--- src/rtl/tcc_pkg.sv ---
// Shared types and constants for the teletype cursor controller.
package tcc_pkg;

  localparam logic [7:0] CHAR_BELL      = 8'd7;
  localparam logic [7:0] CHAR_BACKSPACE = 8'd8;
  localparam logic [7:0] CHAR_LF        = 8'd10;
  localparam logic [7:0] CHAR_CR        = 8'd13;
  localparam logic [7:0] CHAR_SPACE     = 8'd32;
  localparam logic [7:0] BELL_ATTR      = 8'd7;

  localparam logic [1:0] CFG_NUM_COLS  = 2'd0;
  localparam logic [1:0] CFG_NUM_ROWS  = 2'd1;
  localparam logic [1:0] CFG_TEXT_MODE = 2'd2;

  typedef struct packed {
    logic [7:0] num_cols;
    logic [7:0] num_rows;
    logic       text_mode;
  } tcc_cfg_t;

  typedef struct packed {
    logic [7:0] row;
    logic [7:0] col;
  } tcc_cursor_t;

  typedef struct packed {
    logic [7:0] character;
    logic [7:0] attribute;
    logic       use_attribute;
    logic [7:0] cell_attribute;
  } tcc_item_t;

  typedef struct packed {
    logic       write_valid;
    logic [7:0] write_row;
    logic [7:0] write_col;
    logic [7:0] write_code;
    logic [7:0] write_attribute;
    logic       write_uses_attribute;
    logic       beep;
    logic       scroll;
    logic [7:0] fill_attribute;
    logic       cursor_valid;
    logic [7:0] cursor_row;
    logic [7:0] cursor_col;
  } tcc_result_t;

endpackage

--- src/rtl/tcc_if.sv ---
// Handshake channel interfaces: character input, result output, config writes.
interface tcc_char_if;
  logic       valid;
  logic       ready;
  logic [7:0] character;
  logic [7:0] attribute;
  logic       use_attribute;
  logic [2:0] page;
  logic [7:0] cell_attribute;

  modport source (output valid, character, attribute, use_attribute, page, cell_attribute,
                  input ready);
  modport sink   (input valid, character, attribute, use_attribute, page, cell_attribute,
                  output ready);
endinterface

interface tcc_res_if;
  logic       valid;
  logic       ready;
  logic       write_valid;
  logic [7:0] write_row;
  logic [7:0] write_col;
  logic [7:0] write_code;
  logic [7:0] write_attribute;
  logic       write_uses_attribute;
  logic       beep;
  logic       scroll;
  logic [7:0] fill_attribute;
  logic       cursor_valid;
  logic [7:0] cursor_row;
  logic [7:0] cursor_col;

  modport source (output valid, write_valid, write_row, write_col, write_code,
                  write_attribute, write_uses_attribute, beep, scroll, fill_attribute,
                  cursor_valid, cursor_row, cursor_col,
                  input ready);
  modport sink   (input valid, write_valid, write_row, write_col, write_code,
                  write_attribute, write_uses_attribute, beep, scroll, fill_attribute,
                  cursor_valid, cursor_row, cursor_col,
                  output ready);
endinterface

interface tcc_cfg_if;
  logic       valid;
  logic       ready;
  logic [1:0] reg_index;
  logic [7:0] wdata;

  modport source (output valid, reg_index, wdata, input ready);
  modport sink   (input valid, reg_index, wdata, output ready);
endinterface

--- src/rtl/tcc_step.sv ---
// Cursor update for one character: write request, beep, scroll and new cursor.
module tcc_step
  import tcc_pkg::*;
(
  input  tcc_cfg_t    cfg_i,
  input  tcc_item_t   item_i,
  input  tcc_cursor_t cur_i,
  output tcc_result_t res_o,
  output tcc_cursor_t next_o
);

  always_comb begin
    logic [7:0] row;
    logic [7:0] col;
    logic       wr;
    logic       silent;
    logic [7:0] code;

    row    = cur_i.row;
    col    = cur_i.col;
    wr     = 1'b0;
    silent = 1'b0;
    code   = item_i.character;
    res_o  = '0;

    case (item_i.character)
      CHAR_BACKSPACE: begin
        if (col != 8'd0) col = col - 8'd1;
      end
      CHAR_CR: begin
        col = 8'd0;
      end
      CHAR_LF: begin
        row = row + 8'd1;
      end
      default: begin
        if (item_i.character == CHAR_BELL) begin
          res_o.beep = 1'b1;
          code       = CHAR_SPACE;
          // text-mode bell on a cell not holding attribute 7 only beeps
          if (cfg_i.text_mode && item_i.cell_attribute != BELL_ATTR) silent = 1'b1;
        end
        if (!silent) begin
          wr                         = 1'b1;
          res_o.write_valid          = 1'b1;
          res_o.write_row            = row;
          res_o.write_col            = col;
          res_o.write_code           = code;
          res_o.write_attribute      = item_i.attribute;
          res_o.write_uses_attribute = item_i.use_attribute;
          col                        = col + 8'd1;
        end
      end
    endcase

    if (!silent) begin
      if (col == cfg_i.num_cols) begin
        col = 8'd0;
        row = row + 8'd1;
      end
      if (row == cfg_i.num_rows) begin
        res_o.scroll = 1'b1;
        if (cfg_i.text_mode) begin
          res_o.fill_attribute = (wr && item_i.use_attribute) ? item_i.attribute
                                                              : item_i.cell_attribute;
        end
        row = row - 8'd1;
      end
      res_o.cursor_valid = 1'b1;
      res_o.cursor_row   = row;
      res_o.cursor_col   = col;
    end

    next_o.row = row;
    next_o.col = col;
  end

endmodule

--- src/rtl/teletype_cursor_controller.sv ---
// Teletype cursor controller top level: per-page cursor memory and result pipeline.
// Takes one character per clock cycle, back to back, on any mix of pages, as long as
// the result output is not stalled; a character is registered in stage 1 and its result
// in the output register. Each page's row and column live in a small synchronous memory
// with one read and one write port: the read is issued when a character is accepted, the
// update is computed in the following cycle and written back as the result moves into
// the output register, and a character for the same page right behind it takes the
// fresh cursor from a forwarding path. Entries that have never been written read as
// row 0, column 0; no clearing pass is needed after reset. Configuration writes are
// accepted in every cycle and should be made only while no character is in flight.
module teletype_cursor_controller
  import tcc_pkg::*;
#(
  parameter int PAGE_COUNT = 8
) (
  input  logic      clk_i,
  input  logic      rst_ni,
  tcc_char_if.sink  char_i,
  tcc_res_if.source res_o,
  tcc_cfg_if.sink   cfg_i
);

  localparam int PW = (PAGE_COUNT > 1) ? $clog2(PAGE_COUNT) : 1;
  localparam logic [3:0] PageCnt = 4'(PAGE_COUNT);

  // configuration
  tcc_cfg_t cfg_q;

  assign cfg_i.ready = 1'b1;

  always_ff @(posedge clk_i or negedge rst_ni) begin
    if (!rst_ni) begin
      cfg_q.num_cols  <= 8'd80;
      cfg_q.num_rows  <= 8'd25;
      cfg_q.text_mode <= 1'b1;
    end else if (cfg_i.valid) begin
      case (cfg_i.reg_index)
        CFG_NUM_COLS:  cfg_q.num_cols  <= cfg_i.wdata;
        CFG_NUM_ROWS:  cfg_q.num_rows  <= cfg_i.wdata;
        CFG_TEXT_MODE: cfg_q.text_mode <= cfg_i.wdata[0];
        default: ;
      endcase
    end
  end

  // page index, folded into the page count
  logic [3:0]    pg_mod;
  logic [PW-1:0] in_idx;

  always_comb begin
    pg_mod = {1'b0, char_i.page};
    for (int k = 0; k < 8; k++) begin
      if (pg_mod >= PageCnt) pg_mod = pg_mod - PageCnt;
    end
    in_idx = pg_mod[PW-1:0];
  end

  // pipeline control
  logic        s1_v_q;
  tcc_item_t   s1_item_q;
  logic [PW-1:0] s1_idx_q;
  logic        out_v_q;
  tcc_result_t out_q;
  logic        s1_adv;
  logic        in_acc;
  logic        wr_en;

  tcc_cursor_t step_cur;
  tcc_cursor_t step_next;
  tcc_result_t step_res;

  assign s1_adv      = s1_v_q && (!out_v_q || res_o.ready);
  assign char_i.ready = !s1_v_q || s1_adv;
  assign in_acc      = char_i.valid && char_i.ready;
  assign wr_en       = s1_adv && step_res.cursor_valid;

  // cursor memory
  tcc_cursor_t mem [PAGE_COUNT];
  logic [PAGE_COUNT-1:0] ent_vld_q;
  tcc_cursor_t rd_q;
  logic        rd_vld_q;
  logic        fwd_q;
  tcc_cursor_t fwd_cur_q;

  always_ff @(posedge clk_i) begin
    if (wr_en) mem[s1_idx_q] <= step_next;
    if (in_acc) rd_q <= mem[in_idx];
  end

  always_ff @(posedge clk_i or negedge rst_ni) begin
    if (!rst_ni) begin
      ent_vld_q <= '0;
    end else if (wr_en) begin
      ent_vld_q[s1_idx_q] <= 1'b1;
    end
  end

  always_ff @(posedge clk_i) begin
    if (in_acc) begin
      rd_vld_q  <= ent_vld_q[in_idx];
      // write to the same page lands this edge: bypass the memory read
      fwd_q     <= wr_en && (s1_idx_q == in_idx);
      fwd_cur_q <= step_next;
      s1_item_q.character      <= char_i.character;
      s1_item_q.attribute      <= char_i.attribute;
      s1_item_q.use_attribute  <= char_i.use_attribute;
      s1_item_q.cell_attribute <= char_i.cell_attribute;
      s1_idx_q  <= in_idx;
    end
  end

  always_comb begin
    if (fwd_q) step_cur = fwd_cur_q;
    else if (rd_vld_q) step_cur = rd_q;
    else step_cur = '0;
  end

  tcc_step u_step (
    .cfg_i  (cfg_q),
    .item_i (s1_item_q),
    .cur_i  (step_cur),
    .res_o  (step_res),
    .next_o (step_next)
  );

  always_ff @(posedge clk_i or negedge rst_ni) begin
    if (!rst_ni) begin
      s1_v_q  <= 1'b0;
      out_v_q <= 1'b0;
    end else begin
      if (in_acc) s1_v_q <= 1'b1;
      else if (s1_adv) s1_v_q <= 1'b0;
      if (s1_adv) out_v_q <= 1'b1;
      else if (res_o.ready) out_v_q <= 1'b0;
    end
  end

  always_ff @(posedge clk_i) begin
    if (s1_adv) out_q <= step_res;
  end

  assign res_o.valid                = out_v_q;
  assign res_o.write_valid          = out_q.write_valid;
  assign res_o.write_row            = out_q.write_row;
  assign res_o.write_col            = out_q.write_col;
  assign res_o.write_code           = out_q.write_code;
  assign res_o.write_attribute      = out_q.write_attribute;
  assign res_o.write_uses_attribute = out_q.write_uses_attribute;
  assign res_o.beep                 = out_q.beep;
  assign res_o.scroll               = out_q.scroll;
  assign res_o.fill_attribute       = out_q.fill_attribute;
  assign res_o.cursor_valid         = out_q.cursor_valid;
  assign res_o.cursor_row           = out_q.cursor_row;
  assign res_o.cursor_col           = out_q.cursor_col;

  // checks
  a_acc_fills_s1: assert property (@(posedge clk_i) disable iff (!rst_ni)
    in_acc |=> s1_v_q)
    else $error("accepted transaction did not reach stage 1");

  a_stall_holds_s1: assert property (@(posedge clk_i) disable iff (!rst_ni)
    s1_v_q && !s1_adv |=> s1_v_q && $stable(s1_idx_q))
    else $error("stalled stage 1 lost its transaction");

  a_write_marks_valid: assert property (@(posedge clk_i) disable iff (!rst_ni)
    wr_en |=> ent_vld_q[$past(s1_idx_q)])
    else $error("cursor write did not mark its entry valid");

  a_fwd_same_page: assert property (@(posedge clk_i) disable iff (!rst_ni)
    in_acc && wr_en && (s1_idx_q == in_idx) |=> fwd_q && (fwd_cur_q == $past(step_next)))
    else $error("missed cursor forward for back-to-back same page");

  a_silent_bell: assert property (@(posedge clk_i) disable iff (!rst_ni)
    out_v_q && !out_q.cursor_valid |-> out_q.beep && !out_q.write_valid && !out_q.scroll)
    else $error("result without cursor update is not a silent bell");

endmodule

--- src/flat_wrapper.sv ---
// flat-port wrapper written by rule: the top's interface ports become plain ports
module teletype_cursor_controller_flat import tcc_pkg::*;
#(
  parameter int PAGE_COUNT = 8
)
  (clk_i, rst_ni, char_i_valid, char_i_character, char_i_attribute, char_i_use_attribute, char_i_page, char_i_cell_attribute, char_i_ready, res_o_valid, res_o_write_valid, res_o_write_row, res_o_write_col, res_o_write_code, res_o_write_attribute, res_o_write_uses_attribute, res_o_beep, res_o_scroll, res_o_fill_attribute, res_o_cursor_valid, res_o_cursor_row, res_o_cursor_col, res_o_ready, cfg_i_valid, cfg_i_reg_index, cfg_i_wdata, cfg_i_ready);
  tcc_char_if char_i_i ();
  tcc_res_if res_o_i ();
  tcc_cfg_if cfg_i_i ();
  input  logic clk_i;
  input  logic rst_ni;
  input wire logic [$bits(char_i_i.valid)-1:0] char_i_valid;
  input wire logic [$bits(char_i_i.character)-1:0] char_i_character;
  input wire logic [$bits(char_i_i.attribute)-1:0] char_i_attribute;
  input wire logic [$bits(char_i_i.use_attribute)-1:0] char_i_use_attribute;
  input wire logic [$bits(char_i_i.page)-1:0] char_i_page;
  input wire logic [$bits(char_i_i.cell_attribute)-1:0] char_i_cell_attribute;
  output wire logic [$bits(char_i_i.ready)-1:0] char_i_ready;
  output wire logic [$bits(res_o_i.valid)-1:0] res_o_valid;
  output wire logic [$bits(res_o_i.write_valid)-1:0] res_o_write_valid;
  output wire logic [$bits(res_o_i.write_row)-1:0] res_o_write_row;
  output wire logic [$bits(res_o_i.write_col)-1:0] res_o_write_col;
  output wire logic [$bits(res_o_i.write_code)-1:0] res_o_write_code;
  output wire logic [$bits(res_o_i.write_attribute)-1:0] res_o_write_attribute;
  output wire logic [$bits(res_o_i.write_uses_attribute)-1:0] res_o_write_uses_attribute;
  output wire logic [$bits(res_o_i.beep)-1:0] res_o_beep;
  output wire logic [$bits(res_o_i.scroll)-1:0] res_o_scroll;
  output wire logic [$bits(res_o_i.fill_attribute)-1:0] res_o_fill_attribute;
  output wire logic [$bits(res_o_i.cursor_valid)-1:0] res_o_cursor_valid;
  output wire logic [$bits(res_o_i.cursor_row)-1:0] res_o_cursor_row;
  output wire logic [$bits(res_o_i.cursor_col)-1:0] res_o_cursor_col;
  input wire logic [$bits(res_o_i.ready)-1:0] res_o_ready;
  input wire logic [$bits(cfg_i_i.valid)-1:0] cfg_i_valid;
  input wire logic [$bits(cfg_i_i.reg_index)-1:0] cfg_i_reg_index;
  input wire logic [$bits(cfg_i_i.wdata)-1:0] cfg_i_wdata;
  output wire logic [$bits(cfg_i_i.ready)-1:0] cfg_i_ready;
  assign char_i_i.valid = char_i_valid;
  assign char_i_i.character = char_i_character;
  assign char_i_i.attribute = char_i_attribute;
  assign char_i_i.use_attribute = char_i_use_attribute;
  assign char_i_i.page = char_i_page;
  assign char_i_i.cell_attribute = char_i_cell_attribute;
  assign char_i_ready = char_i_i.ready;
  assign res_o_valid = res_o_i.valid;
  assign res_o_write_valid = res_o_i.write_valid;
  assign res_o_write_row = res_o_i.write_row;
  assign res_o_write_col = res_o_i.write_col;
  assign res_o_write_code = res_o_i.write_code;
  assign res_o_write_attribute = res_o_i.write_attribute;
  assign res_o_write_uses_attribute = res_o_i.write_uses_attribute;
  assign res_o_beep = res_o_i.beep;
  assign res_o_scroll = res_o_i.scroll;
  assign res_o_fill_attribute = res_o_i.fill_attribute;
  assign res_o_cursor_valid = res_o_i.cursor_valid;
  assign res_o_cursor_row = res_o_i.cursor_row;
  assign res_o_cursor_col = res_o_i.cursor_col;
  assign res_o_i.ready = res_o_ready;
  assign cfg_i_i.valid = cfg_i_valid;
  assign cfg_i_i.reg_index = cfg_i_reg_index;
  assign cfg_i_i.wdata = cfg_i_wdata;
  assign cfg_i_ready = cfg_i_i.ready;
  teletype_cursor_controller #(.PAGE_COUNT(PAGE_COUNT)) u_core (.clk_i(clk_i), .rst_ni(rst_ni), .char_i(char_i_i), .res_o(res_o_i), .cfg_i(cfg_i_i));
endmodule
--- config.mk ---
export PLATFORM = sky130hd
export DESIGN_NAME = teletype_cursor_controller_flat
export DESIGN_NICKNAME = d
export VERILOG_FILES = /design/src/rtl/tcc_pkg.sv /design/src/rtl/tcc_if.sv /design/src/rtl/tcc_step.sv /design/src/rtl/teletype_cursor_controller.sv /design/src/flat_wrapper.sv
export SDC_FILE = /design/constraint.sdc
export NUM_CORES = 1
export LEC_CHECK = 0
export ABC_AREA = 1
export BUFFER_PORTS_ARGS = -buffer_cell sky130_fd_sc_hd__buf_2
export CAP_MARGIN = 20
export CORE_MARGIN = 5
export CORE_UTILIZATION = 45
export CTS_CLUSTER_SIZE = 25
export DETAILED_ROUTE_END_ITERATION = 6
export SLEW_MARGIN = 10
export SYNTH_ARGS = -nofsm -noshare
export SYNTH_HDL_FRONTEND = slang
export SYNTH_SLANG_ARGS = --single-unit
--- constraint.sdc ---
create_clock -name clk_i -period 8.35 [get_ports clk_i]
set_clock_uncertainty 0.1 [all_clocks]
set_input_delay 2.505 -clock clk_i [delete_from_list [all_inputs] [get_ports clk_i]]
set_output_delay 2.505 -clock clk_i [all_outputs]
set_load 0.02 [all_outputs]
# Word level (Yosys, flattened, before mapping)

Memory sizes are Yosys's and may differ from the RTL's. A register that Yosys moved wholly into a read port is not among the register bits.
Cells that the tools add are included.

$add $sub $neg: 5
Magnitude comparators: 3
Bitwise gates (word level): 3
Equality and inequality tests: 10
Muxes and demuxes: 35
Reduce and logical (&&, ||, !) cells: 22

Operators by type and width:

| operator              | count |
|---|---|
| $mux W8               | 12 |
| $mux W34              | 1 |
| $mux W16              | 2 |
| $add A8 B1 Y8 const B | 3 |
| $eq A8 B4 Y1 const B  | 3 |
| $pmux W8 S3           | 1 |
| $mux W17              | 1 |
| $eq A8 B8 Y1          | 2 |
| $sub A8 B1 Y8 const B | 2 |
| $mux W1               | 15 |
| $mux W9               | 1 |
| $eq A8 B3 Y1 const B  | 1 |
| $lt A3 B4 Y1 const B  | 2 |
| $ne A8 B3 Y1 const B  | 1 |
| $or A8 B8 Y8          | 1 |
| $reduce_bool A8 Y1    | 1 |
| $logic_and A1 B1 Y1   | 7 |
| $reduce_and A2 Y1     | 3 |
| $reduce_or A3 Y1      | 2 |
| $reduce_or A5 Y1      | 1 |
| $reduce_bool A2 Y1    | 2 |
| $reduce_or A4 Y1      | 1 |
| $bmux W1 S3           | 1 |
| $demux W1 S3          | 1 |
| other kinds (8)       | 11 |

Memories: 1
Memory bits (writable): 128
Output and inout port bits: 64
Bits of input ports: 43
Flip-flop bits (word level): 134

Memories:

| memory     | words | width | read ports | clocked after Yosys merged registers in | wr ports | RTL line                         | source |
|---|---|---|---|---|---|---|---|
| u_core.mem | 8     | 16    | 1          | 1                                       | 1        | teletype_cursor_controller.sv:78 | `tcc_cursor_t mem [PAGE_COUNT];` |

# Depth between registers and ports, before layout

Gate-level depths: netlist of the first run.

Depth after elaboration: 16
Mapped depth: 33
Gate-level depth less buffers: 31

# Cells and area by module

From an unflattened synthesis of the first run, not the netlist that was laid out.

Cells, all modules: 1466
Area, all modules: 13472.9 um^2

Modules (own cells, without submodules):

| module                     | cells an instance | seq. area each (um^2) | instances | area each (um^2) |
|---|---|---|---|---|
| teletype_cursor_controller | 887               | 8220.4                | 1         | 10731.5 |
| tcc_step                   | 579               | 0.0                   | 1         | 2741.4 |

# Worst setup path before layout of the first run

OpenSTA, ideal clock, no wires.

Path type: input to register
From: input res_o_ready
To: memory u_core.mem[3][0] (netlist name), enable pin
Stages on the path: 4
Library setup time: 0.390 ns
Required time: 7.860 ns
Data arrival time: 7.081 ns
Path slack: 0.779 ns
Cell sequence: inv_1 a21oi_1 nand3_1 nor2_1

Word-level cells in the longest chain between the ends: 5

Ends and longest elaborated chain:

| element                       | RTL line                         | source |
|---|---|---|
| from (decl)                   | flat_wrapper.sv:32               | `input wire logic [$bits(res_o_i.ready)-1:0] res_o_ready;` |
| $logic_or A1 B1 Y1            | teletype_cursor_controller.sv:72 | `assign s1_adv = s1_v_q && (!out_v_q \|\| res_o.ready);` |
| $logic_and A1 B1 Y1           | teletype_cursor_controller.sv:72 |  |
| named net u_core.s1_adv       | teletype_cursor_controller.sv:64 | `logic s1_adv;` |
| $logic_and A1 B1 Y1           | teletype_cursor_controller.sv:75 | `assign wr_en = s1_adv && step_res.cursor_valid;` |
| $mux W1                       | teletype_cursor_controller.sv:86 | `if (wr_en) mem[s1_idx_q] <= step_next;` |
| $mux W1 (not written as such) | teletype_cursor_controller.sv:86 |  |
| to (decl)                     | teletype_cursor_controller.sv:78 |  |

The timed path passes the listed nets, and every way through them passes these cells.

# Final worst setup path of the first run

From: input res_o_ready
To: output char_i_ready

Word-level cells in the longest chain between the ends: 3

Ends and longest elaborated chain:

| element             | RTL line                         | source |
|---|---|---|
| $logic_or A1 B1 Y1  | teletype_cursor_controller.sv:72 |  |
| $logic_and A1 B1 Y1 | teletype_cursor_controller.sv:72 |  |
| $logic_or A1 B1 Y1  | teletype_cursor_controller.sv:73 | `assign char_i.ready = !s1_v_q \|\| s1_adv;` |
| to (decl)           | flat_wrapper.sv:18               | `output wire logic [$bits(char_i_i.ready)-1:0] char_i_ready;` |

Every way passes these cells.

==> Flow_metrics.wiki, run 1 <==
{| class="wikitable"
! Metric !! Value
|-
| Status || finished, final reports clean
|-
| Total of cells resized after clock tree synthesis || 0
|-
| Crit path top cell by count || sky130_fd_sc_hd__buf_2
|-
| Part of the cycle the worst path needs || 0.672
|-
| First-pass GRT wire length || ~45000 um
|-
| Mean instance size in the synthesized netlist || around 10 sq um
|-
| Worst hold-check path type || flip-flop to flip-flop
|-
| I/O pin total || 107
|-
| Share of layout cells above drive strength 1 || 0.186
|-
| Data required time of the critical path || roughly 5.8 ns
|-
| Area of the multi-input gates || slightly below 4000 sq um
|-
| Clock latency on the worst-skew pair || 0.54 ns
|-
| Endpoints failing hold || 0
|-
| Master cell of the clock root buffer || sky130_fd_sc_hd__clkbuf_16
|-
| Final Wtd Congestion || between 0.8 and 0.9
|-
| Effective utilization at floorplan || 0.457
|-
| CP startpoint kind || primary input
|-
| Number of placement rows || 61
|-
| Async set-reset flop share out of synthesis || 0.0971
|-
| Critical path endpoint category || output port
|-
| Total Routed Length || 28400 um
|-
| Launching instance or port of the critical path || res_o_ready
|-
| Max-cap violation count || 0
|-
| Maximum number of pins on one net before global-route repair || between 70 and 80
|-
| Met2 GRT Util || 0.300
|-
| Dominant cell type by area after synthesis || sky130_fd_sc_hd__edfxtp_1
|-
| Number of instances in the synthesized netlist || 1239
|-
| Critical path cell sequence || buf_2, inv_1, nand3_1, buf_2
|-
| Min cycle time layout || between 5 and 6 ns
|-
| RSZ-0062 raised after global routing || no
|-
| Number of global-route vias before repair || about 8400
|-
| Fill cells || between 2000 and 3000
|-
| Count of buffering cells on the critical path with inverters included || 3
|-
| Post-route DRC || 0
|-
| Fmax || roughly 180 MHz
|-
| CTS tree || done
|-
| Buffer levels on the longest clock path || 3
|-
| Die footprint || around 32000 sq um
|-
| GRT Resource Usage Total || 0.180
|-
| Detailed-routing iteration count for the pre-antenna-repair pass || 5
|-
| Start of the worst register-to-register path || u_core.s1_item_q[24]
|-
| Met3 track utilization from global routing || 0.0225
|-
| Dpl hpwl || 19000 um
|-
| Portion of total power attributed to sequential cells || 0.496
|-
| Library cells used by synthesis || 50
|-
| Cell internal pwr || 2.54 mW
|-
| Post-synthesis cell area || around 13000 sq um
|-
| Number of flops mapped to enable cells by yosys || around 250
|-
| Mapped Nets || roughly 1300
|-
| Register Area || slightly above 8000 sq um
|-
| Number of setup violations in the final report || 0
|-
| Placed insts || between 1500 and 2000
|-
| Vias/cell || roughly 5
|-
| Worst slew margin relative to its limit || 0.416
|-
| Type of the worst setup path || primary input to output port
|-
| DRC violation total after the first TritonRoute iteration || 613
|-
| Relative area change from synthesis to final layout || 14.2%
|-
| Flops & latches, synth || roughly 280
|-
| Crit-path max cell delay || roughly 0.18 ns
|-
| Slowest cell on the critical path || sky130_fd_sc_hd__buf_2
|-
| Vias after detailed routing || roughly 8700
|-
| Setup fix buffers added after clock tree synthesis || 0
|-
| Max Transition Viols Final || 0
|-
| Number of antenna violations at the first check in global routing || 1
|-
| Total power per unit cell area || about 240 nW/um^2
|-
| Switching share of total power || 0.267
|-
| Power dissipated by switching net loads || about 0.9 mW
|-
| Horiz. Die Dim || around 180 um
|-
| Nets || 1392
|-
| Antenna-violating nets left || 0
|-
| Data arrival time of the worst path || 3.01 ns
|-
| Largest fanout of any net on the critical path || 3
|-
| Part of the Yosys area used for sequential elements || 0.643
|-
| Aggregate global routing overflow || 0
|-
| Met1 Usage GRT || 0.254
|-
| Post-Route Setup TNS || 0 ns
|-
| Clock sink count || approximately 280
|-
| Total CTS buffers || 29
|-
| Ys flop type || sky130_fd_sc_hd__edfxtp_1
|-
| Finished Layout Cells || 1744
|-
| HP Start || u_core.s1_item_q[23]
|-
| VDD IR max || ~170 uV
|-
| Clk slew on worst S/H paths || around 0.060 ns
|-
| Core utilization of the finished layout || 0.523
|-
| Global routing's busiest layer || met2
|-
| Kind of cell adding the most delay to the critical path || buffers and inverters
|-
| Number of warning messages in the yosys log || 0
|-
| Number of buffer cells added on primary ports || 105
|-
| Area share of the largest cell type after synthesis || 0.590
|-
| Core Area || 27900 sq um
|-
| Part of the power in the clock network || 0.351
|-
| Biggest area contributors in the synthesized netlist || sky130_fd_sc_hd__edfxtp_1 59%, sky130_fd_sc_hd__nand2_1 7.6%, sky130_fd_sc_hd__nor2_1 5.6%
|-
| Htree depth || 1
|-
| WL/cell || about 16 um
|-
| LEAKAGE || ~6.0 nW
|-
| Worst Tran Pin Value || 0.876 ns
|-
| Die Y-Extent || about 180 um
|-
| Logic gate share of total power || 0.153
|-
| Post-CTS Hold Buffers || 0
|}
==> cell type report <==
cell class                      count  area share
Antenna cell                        1    0.000171
Clock buffer                       45      0.0573
Clock inverter                      7     0.00411
Inverter                          116      0.0303
Multi-Input combinational cell    798       0.266
Sequential cell                   278       0.563
Tap cell                          378      0.0324
Timing Repair Buffer              121      0.0470
==> cell families after synthesis <==
| family | share of synthesized area |
|---|---|
| buffers and inverters | 0.0542 |
| flip-flops | 0.643 |
| XOR/XNOR | 0.00548 |
| adder cells (fa/ha/maj) | 0.00490 |
| other | 0.000293 |
| AO/OA/AOI/OAI | 0.0741 |
| AND/OR/NAND/NOR | 0.218 |
==> state kept, by name (all words and copies together), names as in the netlist, 8 cells and up <==
signal,cells
u_core.res_o.write_code,8
u_core.res_o.write_attribute,8
u_core.res_o.cursor_col,8
u_core.s1_item_q,25
u_core.ent_vld_q,8
u_core.res_o.write_row,8
u_core.rd_q,16
u_core.mem,128
u_core.cfg_q,17
u_core.res_o.write_col,8
u_core.res_o.cursor_row,8
u_core.fwd_cur_q,16
u_core.res_o.fill_attribute,8
==> cells in the mapped netlist, types with 6 or more instances <==
cell and count:
sky130_fd_sc_hd__or2_2 6, sky130_fd_sc_hd__nand3_1 69, sky130_fd_sc_hd__edfxtp_1 251, sky130_fd_sc_hd__nand4_1 12, sky130_fd_sc_hd__dfrtp_1 21, sky130_fd_sc_hd__a21oi_1 13
sky130_fd_sc_hd__nor2_1 192, sky130_fd_sc_hd__nand2_2 25, sky130_fd_sc_hd__nand3_2 6, sky130_fd_sc_hd__nand2_1 258, sky130_fd_sc_hd__clkbuf_1 31, sky130_fd_sc_hd__o22ai_1 16
sky130_fd_sc_hd__dfstp_2 6, sky130_fd_sc_hd__nor2_2 17, sky130_fd_sc_hd__a31oi_1 17, sky130_fd_sc_hd__o21ai_0 107, sky130_fd_sc_hd__nor2_4 9, sky130_fd_sc_hd__xor2_1 7
sky130_fd_sc_hd__inv_1 107
==> path summary, 6_finish.rpt <==
path | slack, ns | depth (start not counted) | endpoint
worst max-delay path | 2.74 | 4 | char_i_ready
worst min-delay path | 0.35 | 0 | u_core.res_o.write_code[6]
worst max register to register | 3.49 | 24 | u_core.mem[1][14]
worst min register to register | 0.35 | 0 | u_core.res_o.write_code[6]
max in group asynchronous | 5.79 | 1 | u_core.ent_vld_q[5]
min in group asynchronous | 1.91 | 1 | u_core.cfg_q[16]
==> stage by stage <==
| step | setup slack, ns | hold slack (ns) | power [mW] | cell area, sq um |
|---|---|---|---|---|
| finish | 2.74 | 0.352 | 3.46 | 14600 |
| global route | 2.68 | 0.358 | 3.63 | 14600 |
| global placement | 2.73 | 0.330 | 2.26 | 13600 |
| detailed placement | 2.73 | 0.336 | 2.28 | 13700 |
| floorplan | 0.779 | 0.327 | 2.11 | 12800 |
| CTS | 2.73 | 0.351 | 3.50 | 14600 |
==> layer usage <==
layer	part of all wire	vias up
li1	-	4405
met1	0.46	4055
met2	0.47	184
met3	0.046	40
met4	0.017	0
met5	0	-
==> power groups by stage <==
stage | sequential (mW) | clock [mW] | combinational, mW
finish | 1.72 | 1.22 | 0.529
global route | 1.73 | 1.31 | 0.597
CTS | 1.72 | 1.25 | 0.534
detailed placement | 1.74 | 0 | 0.532
global placement | 1.74 | 0 | 0.520
floorplan | 1.78 | 0 | 0.334
==> placed cells by master, fill, tap and decap left out, drive strengths merged <==
master,netlist,final
nand3,76,76
xor2,7,7
a31o,1,1
o31ai,1,1
o211ai,1,1
o22ai,16,16
a21oi,14,14
clkbuf,31,45
o21bai,1,1
dfstp,6,6
a2111o,1,1
nor4,1,1
conb,1,1
nor2,221,221
nand4,13,13
or2,6,6
inv,115,116
bufinv,0,1
ha,5,5
buf,16,121
o21a,1,1
a22oi,4,4
o21ai,114,114
diode,0,1
dfrtp,21,21
edfxtp,251,251
xnor2,1,1
nand3b,5,5
a31oi,17,17
nor3,3,3
nand2,288,288
clkinv,1,6
==> worst reg2reg max path: cells and delay by family (launching register included) <==
kind | cells | cell delay, ns
simple gates | 21 | 3.53
flops | 1 | 0.38
buf+inv | 2 | 0.36
compound gates | 1 | 0.25
Power figures use the tool's default switching activity.
==> inputs of run 2 (changes only) <==
Settings changed: PLACE_DENSITY set to 0.65.
Clock period 8.35 ns to 4.6 ns, I/O delays scaled along.
==> Flow_metrics.wiki, run 2 (synthesis results as in run 1) <==
{| class="wikitable"
! Metric !! Value
|-
| Status || finished, final reports clean
|-
| Final Wtd Congestion || about 0.92
|-
| Reg2reg path depth || 26
|-
| Number of antenna violations at the first check in global routing || 0
|-
| Clock latency on the worst-skew pair || ~0.56 ns
|-
| Die footprint || roughly 32000 sq um
|-
| Worst Tran Pin Value || about 0.80 ns
|-
| Part of the cycle the worst path needs || 0.918
|-
| Total power per unit cell area || 437 nW/um^2
|-
| Data arrival time of the worst path || 4.34 ns
|-
| GRT Resource Usage Total || 0.182
|-
| Fmax || between 200 and 250 MHz
|-
| Min cycle time layout || roughly 4.2 ns
|-
| Htree depth || 1
|-
| Number of global-route vias before repair || 8420
|-
| LEAKAGE || 6.14 nW
|-
| FF-to-FF setup slack || 0.38 ns
|-
| Register name with the most flops || u_core.mem
|-
| Core utilization of the finished layout || 0.531
|-
| DP Area || roughly 14000 sq um
|-
| Antenna-violating nets left || 0
|-
| CP startpoint kind || flip-flop
|-
| Count of inserted antenna diode cells || 0
|-
| Commonest non-fill, non-tap cell in the layout || sky130_fd_sc_hd__nand2_1
|-
| Max reg flops || 128
|-
| Share of layout cells above drive strength 1 || 0.205
|-
| Number of setup violations in the final report || 0
|-
| Worst Hold Path Cells || 0
|-
| Setup WS post-layout || around 0.38 ns
|-
| Number of buffer cells added on primary ports || about 110
|-
| Finished Layout Cells || between 1500 and 2000
|-
| Total Routed Length || around 29000 um
|-
| I/O pin total || about 110
|-
| Commonest cells after routing, fill and taps aside || 255 x sky130_fd_sc_hd__nand2_1, 251 x sky130_fd_sc_hd__edfxtp_1, 192 x sky130_fd_sc_hd__nor2_1
|-
| HP Start || u_core.s1_item_q[23]
|-
| Largest fanout of any net on the critical path || 12
|-
| Total CTS buffers || 30
|-
| WL/cell || between 15 and 20 um
|-
| Post-route DRC || 0
|-
| Die Y-Extent || ~180 um
|-
| DRC violation total after the first TritonRoute iteration || about 750
|-
| Placed insts || between 1500 and 2000
|-
| Max Transition Viols Final || 0
|-
| Overall power of the completed layout || 6.47 mW
|-
| Vias/cell || between 5 and 6
|-
| Start of the worst register-to-register path || u_core.fwd_q
|-
| Aggregate global routing overflow || 0
|-
| Effective utilization at floorplan || 0.457
|-
| Clk slew on worst S/H paths || ~0.06 ns
|-
| Minimum hold slack || about 0.36 ns
|-
| VDD IR max || ~310 uV
|-
| First-pass GRT wire length || about 46000 um
|-
| Worst hold-check path type || flip-flop to flip-flop
|-
| Maximum number of pins on one net before global-route repair || 71
|-
| Critical path endpoint category || flip-flop
|-
| Worst slack at placement || 0.370 ns
|-
| Post-CTS Hold Buffers || 0
|-
| Core Area || between 20000 and 30000 sq um
|-
| Data required time of the critical path || roughly 4.7 ns
|-
| Max-cap violation count || 0
|-
| Relative area change from synthesis to final layout || 16.0%
|-
| Hold Path End || u_core.res_o.write_code[6]
|-
| Detailed-routing iteration count for the pre-antenna-repair pass || 7
|-
| Endpoints failing hold || 0
|-
| Master cell of the clock root buffer || sky130_fd_sc_hd__clkbuf_16
|-
| Number of placement rows || 61
|-
| Buffer levels on the longest clock path || 3
|-
| Dpl hpwl || about 20000 um
|-
| Vias after detailed routing || just under 9000
|-
| Final instance area || between 10000 and 15000 sq um
|-
| Nets || around 1400
|-
| Biggest regs || u_core.mem: 128 flops, u_core.s1_item_q: 25 flops, u_core.cfg_q: 17 flops
|-
| RSZ-0062 raised after global routing || no
|-
| Type of the worst setup path || flip-flop to flip-flop
|-
| Worst slew margin relative to its limit || 0.464
|-
| Post-Route Setup TNS || 0 ns
|-
| CTS tree || done
|-
| Clock sink count || approximately 280
|-
| Destination of the worst register-to-register timing path || u_core.fwd_cur_q[12]
|-
| Horiz. Die Dim || 179 um
|}
==> run 2: layout make-up <==
type                            count  area, sq um
Fill cell                        2495        13100
Sequential cell                   278         8220
Multi-Input combinational cell    798         3890
Timing Repair Buffer              139          818
Clock buffer                       40          808
Tap cell                          378          473
Inverter                          116          443
Clock inverter                     16          174
==> run 2: layer usage <==
| layer | vias up | GRT usage | part of all wire |
|---|---|---|---|
| met5 | - | 0 | 0 |
| met4 | 0 | 0.0387 | 0.016 |
| met3 | 34 | 0.0227 | 0.056 |
| met2 | 247 | 0.310 | 0.48 |
| met1 | 4189 | 0.254 | 0.45 |
| li1 | 4440 | - | - |
==> run 2: what timing repair did <==
action / CTS / global route
buffers inserted: 0 / 2
endpoints found under the setup margin: 0 / 72
hold endpoints to repair: 0 / 0
resized for setup: 0 / 4
==> run 2: where the power goes <==
part	internal (mW)	switching, mW
clock	1.40	0.960
sequential	3.03	0.0750
combinational	0.288	0.711
==> run 2: worst max path at each step <==
stage / startpoint / to / slack, ns / depth (start not counted)
floorplan: res_o_ready / u_core.mem[0][0] / 0.25 / 6
global placement: u_core.fwd_q / u_core.mem[7][14] / 0.42 / 27
detailed placement: u_core.fwd_q / u_core.mem[5][13] / 0.37 / 26
CTS: u_core.fwd_q / u_core.fwd_cur_q[8] / 0.36 / 25
global route: u_core.fwd_q / u_core.fwd_cur_q[15] / 0.01 / 28
finish: u_core.fwd_q / u_core.fwd_cur_q[12] / 0.38 / 26
==> run 2: critical path, stage by stage (launching register included) <==
cell and delay, ns:
sky130_fd_sc_hd__edfxtp_1 0.41, sky130_fd_sc_hd__buf_4 0.18, sky130_fd_sc_hd__nor2_8 0.17, sky130_fd_sc_hd__nand2_2 0.08, sky130_fd_sc_hd__nand2_4 0.14, sky130_fd_sc_hd__inv_4 0.08, sky130_fd_sc_hd__ha_1 0.22, sky130_fd_sc_hd__nand3_2 0.13
sky130_fd_sc_hd__nor2_4 0.06, sky130_fd_sc_hd__nand3_4 0.10, sky130_fd_sc_hd__nand2_2 0.08, sky130_fd_sc_hd__o21bai_1 0.25, sky130_fd_sc_hd__nand3_1 0.10, sky130_fd_sc_hd__nand2_1 0.09, sky130_fd_sc_hd__nand2_1 0.08, sky130_fd_sc_hd__nor2_4 0.13
sky130_fd_sc_hd__nand2_2 0.18, sky130_fd_sc_hd__nand2_1 0.17, sky130_fd_sc_hd__nand2_2 0.11, sky130_fd_sc_hd__inv_1 0.13, sky130_fd_sc_hd__ha_1 0.25, sky130_fd_sc_hd__nand2_1 0.09, sky130_fd_sc_hd__xor2_1 0.14, sky130_fd_sc_hd__nand2_1 0.06
sky130_fd_sc_hd__nand2_1 0.06, sky130_fd_sc_hd__nand2_1 0.08, sky130_fd_sc_hd__nand2_1 0.21
==> inputs of run 3 (changes only) <==
Settings changed: CORE_ASPECT_RATIO set to 2.
==> Flow_metrics.wiki, run 3 (synthesis results as in run 1) <==
{| class="wikitable"
! Metric !! Value
|-
| Crit-path max cell delay || ~0.54 ns
|-
| Max reg flops || approximately 130
|-
| CP startpoint kind || flip-flop
|-
| Register name with the most flops || u_core.mem
|-
| Clock latency on the worst-skew pair || approximately 0.53 ns
|-
| Total power per unit cell area || about 420 nW/um^2
|-
| Count of inserted antenna diode cells || 0
|-
| Portion of total power attributed to sequential cells || 0.511
|-
| Number of global-route vias before repair || slightly above 9000
|-
| Total Routed Length || between 30000 and 40000 um
|-
| Htree depth || 1
|-
| LEAKAGE || 6.03 nW
|-
| Master cell of the clock root buffer || sky130_fd_sc_hd__clkbuf_16
|-
| Min cycle time layout || approximately 4.3 ns
|-
| Aggregate global routing overflow || 0
|-
| Power dissipated by switching net loads || 1.71 mW
|-
| DRC violation total after the first TritonRoute iteration || 615
|-
| Clk slew on worst S/H paths || ~0.07 ns
|-
| Biggest regs || u_core.mem: 128 flops, u_core.s1_item_q: 25 flops, u_core.cfg_q: 17 flops
|-
| Clock sink count || between 200 and 300
|-
| Crit path top cell by count || sky130_fd_sc_hd__nand2_1
|-
| Largest fanout of any net on the critical path || 15
|-
| Number of placement rows || 87
|-
| DP Area || between 10000 and 15000 sq um
|-
| Data required time of the critical path || between 4 and 5 ns
|-
| Number of buffer cells added on primary ports || about 110
|-
| Max-cap violation count || 0
|-
| Logic gate share of total power || 0.165
|-
| Antenna-violating nets left || 0
|-
| GRT Resource Usage Total || 0.199
|-
| Commonest non-fill, non-tap cell in the layout || sky130_fd_sc_hd__nand2_1
|-
| Type of the worst setup path || flip-flop to flip-flop
|-
| Vias after detailed routing || 9157
|-
| WL/cell || approximately 18 um
|-
| Number of setup violations in the final report || 0
|-
| Vias/cell || 5.29
|-
| CTS tree || done
|-
| Nets || between 1000 and 1500
|-
| Part of the power in the clock network || 0.324
|-
| Horiz. Die Dim || roughly 130 um
|-
| Endpoints failing hold || 0
|-
| Die Y-Extent || 248 um
|-
| First-pass GRT wire length || a little under 50000 um
|-
| Post-Route Setup TNS || 0 ns
|-
| Number of antenna violations at the first check in global routing || 0
|-
| Maximum number of pins on one net before global-route repair || 71
|-
| Effective utilization at floorplan || 0.455
|-
| Status || finished, final reports clean
|-
| Switching share of total power || 0.281
|-
| Overall power of the completed layout || a little over 6 mW
|-
| Core Area || 28100 sq um
|-
| VDD IR max || between 200 and 250 uV
|-
| Commonest cells after routing, fill and taps aside || 253 x sky130_fd_sc_hd__nand2_1, 251 x sky130_fd_sc_hd__edfxtp_1, 192 x sky130_fd_sc_hd__nor2_1
|-
| Worst slew margin relative to its limit || 0.403
|-
| Final Wtd Congestion || between 0.9 and 1
|-
| Post-route DRC || 0
|-
| Worst hold-check path type || flip-flop to flip-flop
|-
| Critical path endpoint category || flip-flop
|-
| Relative area change from synthesis to final layout || 13.7%
|-
| Fmax || between 200 and 250 MHz
|-
| Fill cells || approximately 2500
|-
| Part of the cycle the worst path needs || 0.934
|-
| Final instance area || between 10000 and 15000 sq um
|-
| Data arrival time of the worst path || 4.43 ns
|-
| Share of layout cells above drive strength 1 || 0.199
|-
| Cell internal pwr || roughly 4.4 mW
|-
| RSZ-0062 raised after global routing || no
|-
| Max Transition Viols Final || 0
|-
| Worst Tran Pin Value || 0.895 ns
|-
| Dpl hpwl || between 20000 and 25000 um
|-
| Detailed-routing iteration count for the pre-antenna-repair pass || 6
|-
| Die footprint || 32100 sq um
|-
| Slowest cell on the critical path || sky130_fd_sc_hd__edfxtp_1
|-
| I/O pin total || between 100 and 150
|-
| Buffer levels on the longest clock path || 3
|-
| Total CTS buffers || 25
|}
==> run 3: path summary, 6_finish.rpt <==
kind	from	to	slack, ns	depth (start not counted)
min reg2reg	u_core.ent_vld_q[1]	u_core.ent_vld_q[1]	0.36	2
max	u_core.fwd_q	u_core.fwd_cur_q[10]	0.30	27
max in group asynchronous	rst_ni	u_core.ent_vld_q[0]	3.18	1
max reg2reg	u_core.fwd_q	u_core.fwd_cur_q[10]	0.30	27
min in group asynchronous	rst_ni	u_core.cfg_q[11]	0.78	1
min	u_core.ent_vld_q[1]	u_core.ent_vld_q[1]	0.36	2
==> run 3: final cells by class <==
cell class                 count  area [sq um]  area share
timing repair buffer         137           766      0.0527
multi-input combinational    798          3890       0.268
clock inverter                15           118     0.00809
clock buffer                  30           644      0.0443
sequential                   278          8220       0.566
tap                          356           445      0.0307
inverter                     116           443      0.0305
==> run 3: power groups by stage <==
stage / Combinational, mW / Sequential [mW] / Clock (mW)
final: 1.00 / 3.12 / 1.97
after global routing: 1.11 / 3.13 / 2.12
after CTS: 1.00 / 3.12 / 2.02
after detailed placement: 1.00 / 3.17 / 0
after global placement: 0.984 / 3.17 / 0
after floorplan: 0.609 / 3.23 / 0
==> run 3: critical path, delay by kind of cell (launching register included) <==
| kind | cells | cell delay [ns] |
|---|---|---|
| adders and majority gates | 1 | 0.18 |
| and+or+nand+nor | 23 | 2.54 |
| buffers and inverters | 3 | 0.58 |
| DFF | 1 | 0.54 |
==> run 3: what timing repair did <==
item / in CTS / in global routing
endpoints found under the setup margin: 0 / 72
hold buffers: 0 / 0
resized for setup: 0 / 6
setup buffers: 0 / 0
hold endpoints to repair: 0 / 0
==> run 3: layer usage <==
layer	part of all wire	track usage	routed length, um
met5	0	0	0
met3	0.043	0.0225	1360
met2	0.56	0.392	17800
met4	0.043	0.0881	1370
met1	0.35	0.204	11100
==> run 3: stage by stage <==
stage	hold WS (ns)	setup WS (ns)	utilization	std cells
after floorplan	0.327	0.250	-	1239
after global placement	0.330	0.329	0.490	1685
after detailed placement	0.345	0.288	0.490	1685
after CTS	0.360	0.261	0.517	1730
after global routing	0.377	0.0214	0.517	1730
final	0.361	0.302	0.517	1730
